--- config.mk ---
export PLATFORM = sky130hd
export DESIGN_NAME = echo_range_trimmed_average_top
export DESIGN_NICKNAME = d
export VERILOG_FILES = /design/src/hw/rtl/erta_pkg.sv /design/src/hw/rtl/echo_range_trimmed_average_top.sv /design/src/hw/rtl/erta_div.sv
export SDC_FILE = /design/constraint.sdc
export NUM_CORES = 2
export LEC_CHECK = 0
export ABC_AREA = 1
export BUFFER_PORTS_ARGS = -buffer_cell sky130_fd_sc_hd__buf_2
export CELL_PAD_IN_SITES_DETAIL_PLACEMENT = 1
export CELL_PAD_IN_SITES_GLOBAL_PLACEMENT = 1
export CORE_AREA = 2 2 349 385
export DETAILED_ROUTE_END_ITERATION = 8
export DIE_AREA = 0 0 351 387
export PLACE_DENSITY = 0.78
export SYNTH_ARGS = -nofsm -noshare
export SYNTH_HDL_FRONTEND = slang
export SYNTH_SLANG_ARGS = --single-unit
--- constraint.sdc ---
create_clock -name clk -period 12.2 [get_ports clk]
set_clock_uncertainty 0.15 [all_clocks]
set_input_delay 0 -clock clk [delete_from_list [all_inputs] [get_ports clk]]
set_output_delay 0 -clock clk [all_outputs]
set_load 0.01 [all_outputs]
--- src/hw/rtl/erta_pkg.sv ---
// erta_pkg: shared types and constants for the echo range trimmed average block
package erta_pkg;

  // item commands
  typedef enum logic [1:0] {
    CMD_RISE  = 2'd0,
    CMD_FALL  = 2'd1,
    CMD_START = 2'd2,
    CMD_READ  = 2'd3
  } cmd_t;

  // result status codes
  typedef enum logic [1:0] {
    STAT_OK       = 2'd0,
    STAT_BUSY     = 2'd1,
    STAT_NO_BURST = 2'd2
  } status_t;

  // sequencer states
  typedef enum logic [2:0] {
    S_IDLE,
    S_DECODE,
    S_STATS,
    S_TRIM,
    S_AVG,
    S_SCALE,
    S_CM,
    S_FINISH
  } state_t;

  localparam logic [7:0] SAMPLES_RESET = 8'd3;
  localparam logic [7:0] SAMPLES_MIN   = 8'd3;
  localparam logic [7:0] SAMPLES_MAX   = 8'd254;

  // mean * 340 / 80000 / 100 == ((mean * 17) >> 7) / 3125 with truncation
  // smallest mean whose distance no longer fits in 10 bits
  localparam logic [63:0] CM_SAT_MEAN    = 64'd24094118;
  // ceil(2^34 / 3125), exact for every dividend below the saturation point
  localparam logic [22:0] CM_RECIP       = 23'd5497559;
  localparam int          CM_RECIP_SHIFT = 34;

  localparam logic [9:0] DIST_MAX = 10'd1023;

endpackage

--- src/hw/rtl/echo_range_trimmed_average_top.sv ---
// echo_range_trimmed_average_top: echo width capture, trimmed mean and distance ring fifo
//
// usage
//   input channel (in_valid/in_ready): one command per transfer; rising and falling
//   echo edges carry a timestamp, start opens a burst (optionally clearing the fifo),
//   read returns one fifo slot chosen by read_index
//   output channel (out_valid/out_ready): exactly one result per input transfer, in order
//   config channel (cfg_valid/cfg_ready): writes samples_m, always ready, write while idle
// timing
//   one item at a time; in_ready is high only while the sequencer is idle
//   rise, start and read items go from decode straight to the result; a falling edge
//   that does not end the burst first updates the width statistics
//   the falling edge that ends a burst runs the serial divider once (trimmed sum /
//   clamped samples_m, one quotient bit per cycle), then scales by a reciprocal multiply
// reset
//   synchronous rst clears the sequencer, burst state, fifo valid bits and pointers,
//   and sets samples_m to 3; fifo storage itself is not cleared, invalid slots read 0
// stall
//   a finished result sits in the output register; if out_ready is low the
//   sequencer holds in its last state and in_ready stays low until it is taken
module echo_range_trimmed_average_top #(
  parameter int FIFO_DEPTH = 8,
  parameter int WIDTH_BITS = 24
) (
  input  logic        clk,
  input  logic        rst,
  // input items
  input  logic        in_valid,
  output logic        in_ready,
  input  logic [1:0]  command,
  input  logic [63:0] timestamp,
  input  logic        clear_buffer,
  input  logic [2:0]  read_index,
  // results
  output logic        out_valid,
  input  logic        out_ready,
  output logic [1:0]  status,
  output logic [9:0]  distance_cm,
  output logic [63:0] entry_timestamp,
  output logic [3:0]  fifo_count,
  output logic        new_average,
  output logic        burst_active,
  // configuration
  input  logic        cfg_valid,
  output logic        cfg_ready,
  input  logic [7:0]  samples_m
);

  import erta_pkg::*;

  localparam int PTR_W = (FIFO_DEPTH > 1) ? $clog2(FIFO_DEPTH) : 1;
  localparam int CNT_W = $clog2(FIFO_DEPTH + 1);
  // up to 256 widths summed
  localparam int SUM_W = WIDTH_BITS + 8;

  // sequencer
  state_t state, state_next;

  // latched item
  cmd_t        cmd;
  logic [63:0] ts;
  logic        clr;
  logic [2:0]  idx;

  // config
  logic [7:0] m_cfg;
  logic [7:0] m_eff;

  // burst state
  logic [63:0]           echo_start;
  logic [7:0]            sample_count;
  logic                  burst_running;
  logic [WIDTH_BITS-1:0] width_min;
  logic [WIDTH_BITS-1:0] width_max;
  logic [WIDTH_BITS-1:0] width_cur;
  logic [SUM_W-1:0]      width_sum;
  logic [SUM_W-1:0]      avg;

  // ring fifo
  logic [9:0]            fifo_dist_mem [FIFO_DEPTH];
  logic [63:0]           fifo_time_mem [FIFO_DEPTH];
  logic [FIFO_DEPTH-1:0] slot_valid;
  logic [PTR_W-1:0]      wr_ptr;
  logic [PTR_W-1:0]      wr_ptr_next;
  logic [PTR_W-1:0]      rd_addr;
  logic [CNT_W-1:0]      entry_count;
  logic [9:0]            rd_dist;
  logic [63:0]           rd_time;
  logic                  rd_hit;
  logic                  idx_in_range;

  // per-item results
  status_t     res_status;
  logic [9:0]  res_dist;
  logic [63:0] res_time;
  logic        res_fresh;

  // datapath
  logic [63:0]           raw_width;
  logic [WIDTH_BITS-1:0] width_sat;
  logic [WIDTH_BITS-1:0] min_next;
  logic [WIDTH_BITS-1:0] max_next;
  logic [SUM_W-1:0]      sum_next;
  logic [7:0]            count_next;
  logic                  burst_done;
  logic [SUM_W-1:0]      trimmed;
  logic [63:0]           avg_wide;
  logic [29:0]           avg_x17;
  logic [21:0]           scale_y;
  logic                  scale_sat;
  logic [44:0]           cm_prod;
  logic [9:0]            cm_sat;

  // serial divider
  logic             div_start;
  logic [SUM_W-1:0] div_dividend;
  logic [7:0]       div_divisor;
  logic             div_busy;
  logic             div_done;
  logic [SUM_W-1:0] div_quotient;
  logic             out_load;

  erta_div #(
    .DIVIDEND_W (SUM_W),
    .DIVISOR_W  (8)
  ) u_div (
    .clk      (clk),
    .rst      (rst),
    .start    (div_start),
    .dividend (div_dividend),
    .divisor  (div_divisor),
    .busy     (div_busy),
    .done     (div_done),
    .quotient (div_quotient)
  );

  // ---------------------------------------------------------------------------
  // configuration register, always ready
  // ---------------------------------------------------------------------------
  assign cfg_ready = 1'b1;

  always_ff @(posedge clk) begin
    if (rst) begin
      m_cfg <= SAMPLES_RESET;
    end else if (cfg_valid && cfg_ready) begin
      m_cfg <= samples_m;
    end
  end

  // clamp to the supported sample range
  always_comb begin
    if (m_cfg < SAMPLES_MIN) begin
      m_eff = SAMPLES_MIN;
    end else if (m_cfg > SAMPLES_MAX) begin
      m_eff = SAMPLES_MAX;
    end else begin
      m_eff = m_cfg;
    end
  end

  // ---------------------------------------------------------------------------
  // datapath helpers
  // ---------------------------------------------------------------------------
  // echo width saturated to the width field
  assign raw_width = ts - echo_start;
  assign width_sat = (|raw_width[63:WIDTH_BITS]) ? '1 : raw_width[WIDTH_BITS-1:0];

  assign min_next   = (width_cur < width_min) ? width_cur : width_min;
  assign max_next   = (width_cur > width_max) ? width_cur : width_max;
  assign sum_next   = width_sum + SUM_W'(width_cur);
  assign count_next = sample_count + 8'd1;
  // count wrapping to zero also ends the burst
  assign burst_done = ({1'b0, count_next} >= ({1'b0, m_eff} + 9'd2)) || (count_next == 8'd0);

  // drop min and max before the mean
  assign trimmed      = width_sum - SUM_W'(width_max) - SUM_W'(width_min);
  assign div_dividend = trimmed;
  assign div_divisor  = m_eff;

  // below the saturation point the mean fits in 25 bits
  assign avg_wide = 64'(avg);
  assign avg_x17  = {1'b0, avg_wide[24:0], 4'd0} + {5'd0, avg_wide[24:0]};
  // divide by 3125 through the reciprocal
  assign cm_prod  = 45'(scale_y) * 45'(CM_RECIP);
  assign cm_sat   = scale_sat ? DIST_MAX : cm_prod[CM_RECIP_SHIFT+9:CM_RECIP_SHIFT];

  assign idx_in_range = int'(idx) < FIFO_DEPTH;
  assign rd_addr      = PTR_W'(idx);
  assign wr_ptr_next  = (wr_ptr == PTR_W'(FIFO_DEPTH - 1)) ? '0 : wr_ptr + PTR_W'(1);

  // ---------------------------------------------------------------------------
  // sequencer
  // ---------------------------------------------------------------------------
  always_ff @(posedge clk) begin
    if (rst) begin
      state <= S_IDLE;
    end else begin
      state <= state_next;
    end
  end

  always_comb begin
    state_next = state;
    case (state)
      S_IDLE: begin
        if (in_valid) state_next = S_DECODE;
      end
      S_DECODE: begin
        if (cmd == CMD_FALL && burst_running) state_next = S_STATS;
        else state_next = S_FINISH;
      end
      S_STATS: begin
        state_next = burst_done ? S_TRIM : S_FINISH;
      end
      S_TRIM: begin
        state_next = S_AVG;
      end
      S_AVG: begin
        if (div_done) state_next = S_SCALE;
      end
      S_SCALE: begin
        state_next = S_CM;
      end
      S_CM: begin
        state_next = S_FINISH;
      end
      S_FINISH: begin
        if (!out_valid || out_ready) state_next = S_IDLE;
      end
      default: begin
        state_next = S_IDLE;
      end
    endcase
  end

  always_comb begin
    in_ready  = 1'b0;
    div_start = 1'b0;
    out_load  = 1'b0;
    case (state)
      S_IDLE: begin
        in_ready = 1'b1;
      end
      S_TRIM: begin
        div_start = 1'b1;
      end
      S_FINISH: begin
        out_load = !out_valid || out_ready;
      end
      default: begin
      end
    endcase
  end

  // ---------------------------------------------------------------------------
  // item latch
  // ---------------------------------------------------------------------------
  always_ff @(posedge clk) begin
    if (in_valid && in_ready) begin
      cmd <= cmd_t'(command);
      ts  <= timestamp;
      clr <= clear_buffer;
      idx <= read_index;
    end
  end

  // ---------------------------------------------------------------------------
  // burst and fifo control state
  // ---------------------------------------------------------------------------
  always_ff @(posedge clk) begin
    if (rst) begin
      echo_start    <= '0;
      sample_count  <= '0;
      burst_running <= 1'b0;
      width_min     <= '1;
      width_max     <= '0;
      width_sum     <= '0;
      wr_ptr        <= '0;
      entry_count   <= '0;
      slot_valid    <= '0;
    end else begin
      case (state)
        S_DECODE: begin
          case (cmd)
            CMD_RISE: begin
              if (burst_running) echo_start <= ts;
            end
            CMD_START: begin
              // a clear applies even when the start itself is rejected
              if (clr) begin
                slot_valid  <= '0;
                wr_ptr      <= '0;
                entry_count <= '0;
              end
              if (!burst_running) begin
                burst_running <= 1'b1;
                sample_count  <= '0;
                width_min     <= '1;
                width_max     <= '0;
                width_sum     <= '0;
              end
            end
            default: begin
            end
          endcase
        end
        S_STATS: begin
          width_min    <= min_next;
          width_max    <= max_next;
          width_sum    <= sum_next;
          sample_count <= count_next;
        end
        S_CM: begin
          // push overwrites the oldest slot once full
          slot_valid[wr_ptr] <= 1'b1;
          wr_ptr             <= wr_ptr_next;
          if (entry_count != CNT_W'(FIFO_DEPTH)) entry_count <= entry_count + CNT_W'(1);
          sample_count  <= '0;
          burst_running <= 1'b0;
          width_min     <= '1;
          width_max     <= '0;
          width_sum     <= '0;
        end
        default: begin
        end
      endcase
    end
  end

  // ---------------------------------------------------------------------------
  // datapath registers
  // ---------------------------------------------------------------------------
  always_ff @(posedge clk) begin
    case (state)
      S_DECODE: begin
        width_cur <= width_sat;
        res_dist  <= '0;
        res_time  <= '0;
        res_fresh <= 1'b0;
        if ((cmd == CMD_RISE || cmd == CMD_FALL) && !burst_running) begin
          res_status <= STAT_NO_BURST;
        end else if (cmd == CMD_START && burst_running) begin
          res_status <= STAT_BUSY;
        end else begin
          res_status <= STAT_OK;
        end
      end
      S_AVG: begin
        if (div_done) avg <= div_quotient;
      end
      S_SCALE: begin
        // mean * 17 >> 7, and the overflow flag for the 10-bit distance
        scale_y   <= avg_x17[28:7];
        scale_sat <= (avg_wide >= CM_SAT_MEAN);
      end
      S_CM: begin
        res_dist  <= cm_sat;
        res_time  <= ts;
        res_fresh <= 1'b1;
      end
      default: begin
      end
    endcase
  end

  // fifo storage, one write port at the write pointer, registered read
  always_ff @(posedge clk) begin
    if (state == S_CM) begin
      fifo_dist_mem[wr_ptr] <= cm_sat;
      fifo_time_mem[wr_ptr] <= ts;
    end
    rd_dist <= fifo_dist_mem[rd_addr];
    rd_time <= fifo_time_mem[rd_addr];
    rd_hit  <= idx_in_range && slot_valid[rd_addr];
  end

  // ---------------------------------------------------------------------------
  // output register
  // ---------------------------------------------------------------------------
  always_ff @(posedge clk) begin
    if (rst) begin
      out_valid <= 1'b0;
    end else if (out_load) begin
      out_valid <= 1'b1;
    end else if (out_ready) begin
      out_valid <= 1'b0;
    end
  end

  always_ff @(posedge clk) begin
    if (out_load) begin
      status       <= res_status;
      fifo_count   <= 4'(entry_count);
      new_average  <= res_fresh;
      burst_active <= burst_running;
      if (cmd == CMD_READ) begin
        distance_cm     <= rd_hit ? rd_dist : '0;
        entry_timestamp <= rd_hit ? rd_time : '0;
      end else begin
        distance_cm     <= res_dist;
        entry_timestamp <= res_time;
      end
    end
  end

`ifndef ASSERT_OFF
  a_div_running: assert property (@(posedge clk) disable iff (rst)
    (state == S_AVG) |-> (div_busy || div_done))
    else $error("waiting on divider that is not running");
  a_valid_matches_count: assert property (@(posedge clk) disable iff (rst)
    $countones(slot_valid) == int'(entry_count))
    else $error("fifo valid bits disagree with entry count");
  a_idle_no_samples: assert property (@(posedge clk) disable iff (rst)
    !burst_running |-> sample_count == 8'd0)
    else $error("samples counted outside a burst");
  a_new_avg_ends_burst: assert property (@(posedge clk) disable iff (rst)
    (out_valid && new_average) |-> !burst_active)
    else $error("new average reported while burst still active");
`endif

endmodule

--- src/hw/rtl/erta_div.sv ---
// erta_div: restoring serial divider, one quotient bit per cycle
module erta_div #(
  parameter int DIVIDEND_W = 41,
  parameter int DIVISOR_W  = 23
) (
  input  logic                  clk,
  input  logic                  rst,
  input  logic                  start,
  input  logic [DIVIDEND_W-1:0] dividend,
  input  logic [DIVISOR_W-1:0]  divisor,
  output logic                  busy,
  output logic                  done,
  output logic [DIVIDEND_W-1:0] quotient
);

  localparam int CNT_W = $clog2(DIVIDEND_W + 1);

  logic [DIVIDEND_W-1:0] quo;
  logic [DIVISOR_W-1:0]  rem;
  logic [DIVISOR_W-1:0]  dvsr;
  logic [CNT_W-1:0]      cnt;
  logic [DIVISOR_W:0]    shifted;
  logic [DIVISOR_W:0]    diff;
  logic                  fits;

  assign shifted  = {rem, quo[DIVIDEND_W-1]};
  assign diff     = shifted - {1'b0, dvsr};
  assign fits     = ~diff[DIVISOR_W];
  assign quotient = quo;

  always_ff @(posedge clk) begin
    if (rst) begin
      busy <= 1'b0;
      done <= 1'b0;
      cnt  <= '0;
    end else begin
      done <= 1'b0;
      if (start) begin
        busy <= 1'b1;
        cnt  <= CNT_W'(DIVIDEND_W);
      end else if (busy) begin
        cnt <= cnt - CNT_W'(1);
        if (cnt == CNT_W'(1)) begin
          busy <= 1'b0;
          done <= 1'b1;
        end
      end
    end
  end

  always_ff @(posedge clk) begin
    if (start) begin
      quo  <= dividend;
      rem  <= '0;
      dvsr <= divisor;
    end else if (busy) begin
      quo <= {quo[DIVIDEND_W-2:0], fits};
      rem <= fits ? diff[DIVISOR_W-1:0] : shifted[DIVISOR_W-1:0];
    end
  end

`ifndef ASSERT_OFF
  a_start_when_free: assert property (@(posedge clk) disable iff (rst) start |-> !busy)
    else $error("divider started while busy");
  a_done_after_busy: assert property (@(posedge clk) disable iff (rst)
    done |-> (!busy && $past(busy)))
    else $error("divider done without a running division");
  a_busy_count: assert property (@(posedge clk) disable iff (rst) busy |-> cnt != '0)
    else $error("divider busy with empty count");
`endif

endmodule

==> results.env <==
OUTCOME='finished, final reports clean'
FIRST_GLOBAL_VIAS=54300
POST-ROUTE-PERIOD-UTIL=0.604
NETS=7839
AREA_GROWTH_SYN_TO_LAYOUT_PCT=13.3
RR_STARTPOINT='scale_y[20]$_DFFE_PP_'
CAP_VIOL_MAX_COUNT=0
WORST-SLEW-PIN-TRANSITION_PS=1270
WORST_HOLD_PATH_TYPE='reg -> reg'
WIRE_LENGTH_OF_THE_FIRST_GLOBAL_ROUTING_PASS_UM=322000
DRT_FIRST_PASS_ITERS=5
PLACE_WORST_SETUP_SLACK_PS=4880
CORE_AREA_UM2=132000
ASYNC_RESET_FF_FRAC=0
SW_FRAC_OF_TOTAL=0.480
GRT_SETUP_UNREPAIRED='false'
CTS.SINKS=1211
IO_PINS=168
CELLLEAKAGEPOWER_uW=0.0305
CTS_MAX_LEVEL=4
SHARE_SEQ_OF_TOTAL_POWER=0.237
AVGROUTEDWIREPERCELL_UM=23.3
DR_ITER_0_VIOLS=3762
PLACE_HPWL_UM=143000
DPL.CELL_COUNT=8575
PORT_BUFFERS=166
GRT_START_MAX_NET_PINS=149
SYNTH_SEQ_CELLS=1211
POST-CTS-SETUP-BUFFERS=0
LAYOUTNONFILLERINSTCOUNT=8992
YOSYSWARNINGS=0
NUM_VIAS=51000
POWER.CLOCK.FRACTION=0.178
SYNTH_FF_TYPE='sky130_fd_sc_hd__edfxtp_1'
CTS_MADE_BUFFERS=130
ACHIEVABLE-FREQUENCY_GHz=0.136
CLOCK_PATH_BUFFERS=3
INTERNAL_POWER_uW=11800
WORSTREGTOREGCELLS=23
DRIVE_ABOVE_1_SHARE=0.0693
CRITICAL_PATH_PEAK_FANOUT=9
ROUTE.DETAILED.DRC=0
LEADING_CELL_TYPE_IN_THE_LAYOUT_FILL_AND_TAPS_EXCLUDED='sky130_fd_sc_hd__nand2_1'
SYNTH-EDFF-COUNT=940
GRT-OVFL-TOTAL=0
YS_TYPES=58
DIE_SPAN_Y_UM=387
FINALWIRELENGTH_UM=210000
DIEWIDTH_UM=351
VDD_IR_DROP_MAX_mV=0.666
HOLDCRITSTARTPOINT='res_status[0]$_SDFFCE_PP0P_'
GRT.TOTAL_USAGE=0.310
SLEW_HEADROOM=0.147
TNS_PS=0
VIA_DENSITY=5.67
DIE_AREA_UM2=136000
PATH_CLASS='reg -> reg'
INITIAL_UTIL=0.497
NUMBER_OF_ANTENNA_VIOLATING_NETS_IN_THE_ROUTED_DESIGN=0
PERIOD_MINUS_SLACK_PS=7360
FINAL_CELL_MIX='sky130_fd_sc_hd__nand2_1, sky130_fd_sc_hd__edfxtp_1, sky130_fd_sc_hd__inv_1'
LAYOUT_SETUP_WS_PS=4840
CRIT_START='scale_y[20]$_DFFE_PP_'
TRITONCTS='built'
FIN_HOLD_WS_PS=273
POWER.DENSITY_nW_PER_UM2=307
GP_ROUTABILITY_CONGESTION=0.978
HOLDPATHSTAGES=0
ROWS=140
WORST_SETUP_HOLD_PATH_CLK_SLEW_PS=70
POST_CTS.RESIZED_INSTANCES=0
SYNTH_CELLS=6814
CTS_HOLD_BUF=179
CP-END-KIND='flop'
WORSTSKEWPAIRLATENCY_PS=800
COMB_POWER_SHARE=0.585
WORST_EP_ARRIVAL_TIME_PS=7880
TIMING_MAX_TRANSITION_VIOLATIONS_FINAL=0
SETUP_VIOL=0
NETLIST_AREA_UM2=65500
STARTPOINT_TYPE='flop'
TIMING_HOLD_VIOLATIONS_FINAL=0
SYN_AVG_CELL_AREA_UM2=9.61
YS_SEQ_AREA_FRAC=0.514
TOTAL_SWITCHING_POWER_uW=10900
POSTSYNTHNETCOUNT=7542
CRIT_REQUIRED_PS=12720
ANTENNA_FOUND_INITIAL=5
CTS_ROOT_BUF='sky130_fd_sc_hd__clkbuf_16'
routing by layer:
metal	share of wire	up-vias	GRT usage
li1	-	23500	-
met1	0.43	25600	0.410
met2	0.49	1514	0.524
met3	0.053	404	0.0421
met4	0.033	4	0.105
met5	0.00010	-	0
flip-flops by register name, indices dropped and copies added, names as in the netlist, 32 cells and up:
register and cells:
fifo_time_mem 512, fifo_dist_mem 80, echo_start 64, entry_timestamp 64, rd_time 64, res_time 64, ts 64, avg 32
u_div.quotient 32, width_sum 32
path summary, 6_finish.rpt:
| kind | to | slack (ps) |
|---|---|---|
| setup reg to reg | res_dist[8]$_SDFFCE_PN0N_ | 4840 |
| hold / removal | status[0]$_DFFE_PP_ | 270 |
| setup / recovery | res_dist[8]$_SDFFCE_PN0N_ | 4840 |
| hold reg to reg | status[0]$_DFFE_PP_ | 270 |
cell type report:
class                      instances  area, um2
antenna                            1       2.50
clock buffer                     173       3520
clock inverter                    64        776
fill                           14700      57700
inverter                         951       3580
multi-input combinational       4421      27400
sequential                      1211      33700
tap                             1775       2220
timing repair buffer             396       3010
cells by family (layout without fill, tap and decap cells):
family | after synthesis | count (layout) | share of synthesized area
flops | 1211 | 1211 | 0.514
xor+xnor | 86 | 86 | 0.0115
compound gates | 1312 | 1312 | 0.107
fa+ha+maj | 645 | 645 | 0.149
simple gates | 2377 | 2377 | 0.150
buf+inv | 1182 | 1584 | 0.0688
other cells | 1 | 2 | 0.0000573
Yosys cell counts (13+ instances only):
library cell	number	area, um2
sky130_fd_sc_hd__a21oi_1	408	2040
sky130_fd_sc_hd__a31oi_1	98	613
sky130_fd_sc_hd__buf_1	20	75.1
sky130_fd_sc_hd__clkbuf_1	196	736
sky130_fd_sc_hd__dfxtp_1	271	5430
sky130_fd_sc_hd__edfxtp_1	940	28200
sky130_fd_sc_hd__fa_1	224	4480
sky130_fd_sc_hd__ha_1	421	5270
sky130_fd_sc_hd__inv_1	925	3470
sky130_fd_sc_hd__inv_2	19	71.3
sky130_fd_sc_hd__nand2_1	1028	3860
sky130_fd_sc_hd__nand2_2	20	125
sky130_fd_sc_hd__nand3_1	236	1180
sky130_fd_sc_hd__nand4_1	76	475
sky130_fd_sc_hd__nor2_1	887	3330
sky130_fd_sc_hd__nor2_2	13	81.3
sky130_fd_sc_hd__nor3_1	46	230
sky130_fd_sc_hd__nor4_1	30	188
sky130_fd_sc_hd__o21a_1	15	113
sky130_fd_sc_hd__o21ai_0	638	3190
sky130_fd_sc_hd__o21bai_1	15	113
sky130_fd_sc_hd__o22ai_1	75	469
sky130_fd_sc_hd__or2_2	13	81.3
sky130_fd_sc_hd__xnor2_1	44	385
sky130_fd_sc_hd__xor2_1	42	368
worst max-delay path, stage by stage (launching register included):
cell	delay, ps
sky130_fd_sc_hd__edfxtp_1	550
sky130_fd_sc_hd__fa_1	650
sky130_fd_sc_hd__inv_1	120
sky130_fd_sc_hd__fa_1	520
sky130_fd_sc_hd__inv_1	80
sky130_fd_sc_hd__fa_1	520
sky130_fd_sc_hd__fa_1	540
sky130_fd_sc_hd__fa_1	540
sky130_fd_sc_hd__fa_1	550
sky130_fd_sc_hd__inv_1	60
sky130_fd_sc_hd__fa_1	530
sky130_fd_sc_hd__inv_1	40
sky130_fd_sc_hd__ha_1	320
sky130_fd_sc_hd__a21oi_1	190
sky130_fd_sc_hd__o21ai_0	130
sky130_fd_sc_hd__a21oi_1	160
sky130_fd_sc_hd__nor3_1	60
sky130_fd_sc_hd__nor3_1	140
sky130_fd_sc_hd__nand2_1	160
sky130_fd_sc_hd__nand2_1	90
sky130_fd_sc_hd__nand2_1	80
sky130_fd_sc_hd__o21ai_0	790
sky130_fd_sc_hd__nand2_1	170
sky130_fd_sc_hd__inv_1	110
metrics by stage:
| stage | cell area (um2) | total power, uW | util |
|---|---|---|---|
| 2_1_floorplan | 65500 | 14500 | - |
| 3_3_place_gp | 68100 | 18200 | 0.516 |
| 3_5_place_dp | 68100 | 18600 | 0.516 |
| 4_1_cts | 74200 | 22800 | 0.563 |
| 5_1_grt | 74200 | 24700 | 0.563 |
| 6_report | 74200 | 22700 | 0.563 |
power groups by stage:
stage                     combinational, uW  clock (uW)  sequential [uW]
final                                 13300        4040             5400
after global routing                  15000        4240             5430
after CTS                             13400        4070             5390
after detailed placement              13200           0             5460
after global placement                12700           0             5430
after floorplan                        9180           0             5330
No activity file was read; power rests on OpenSTA's default activity.
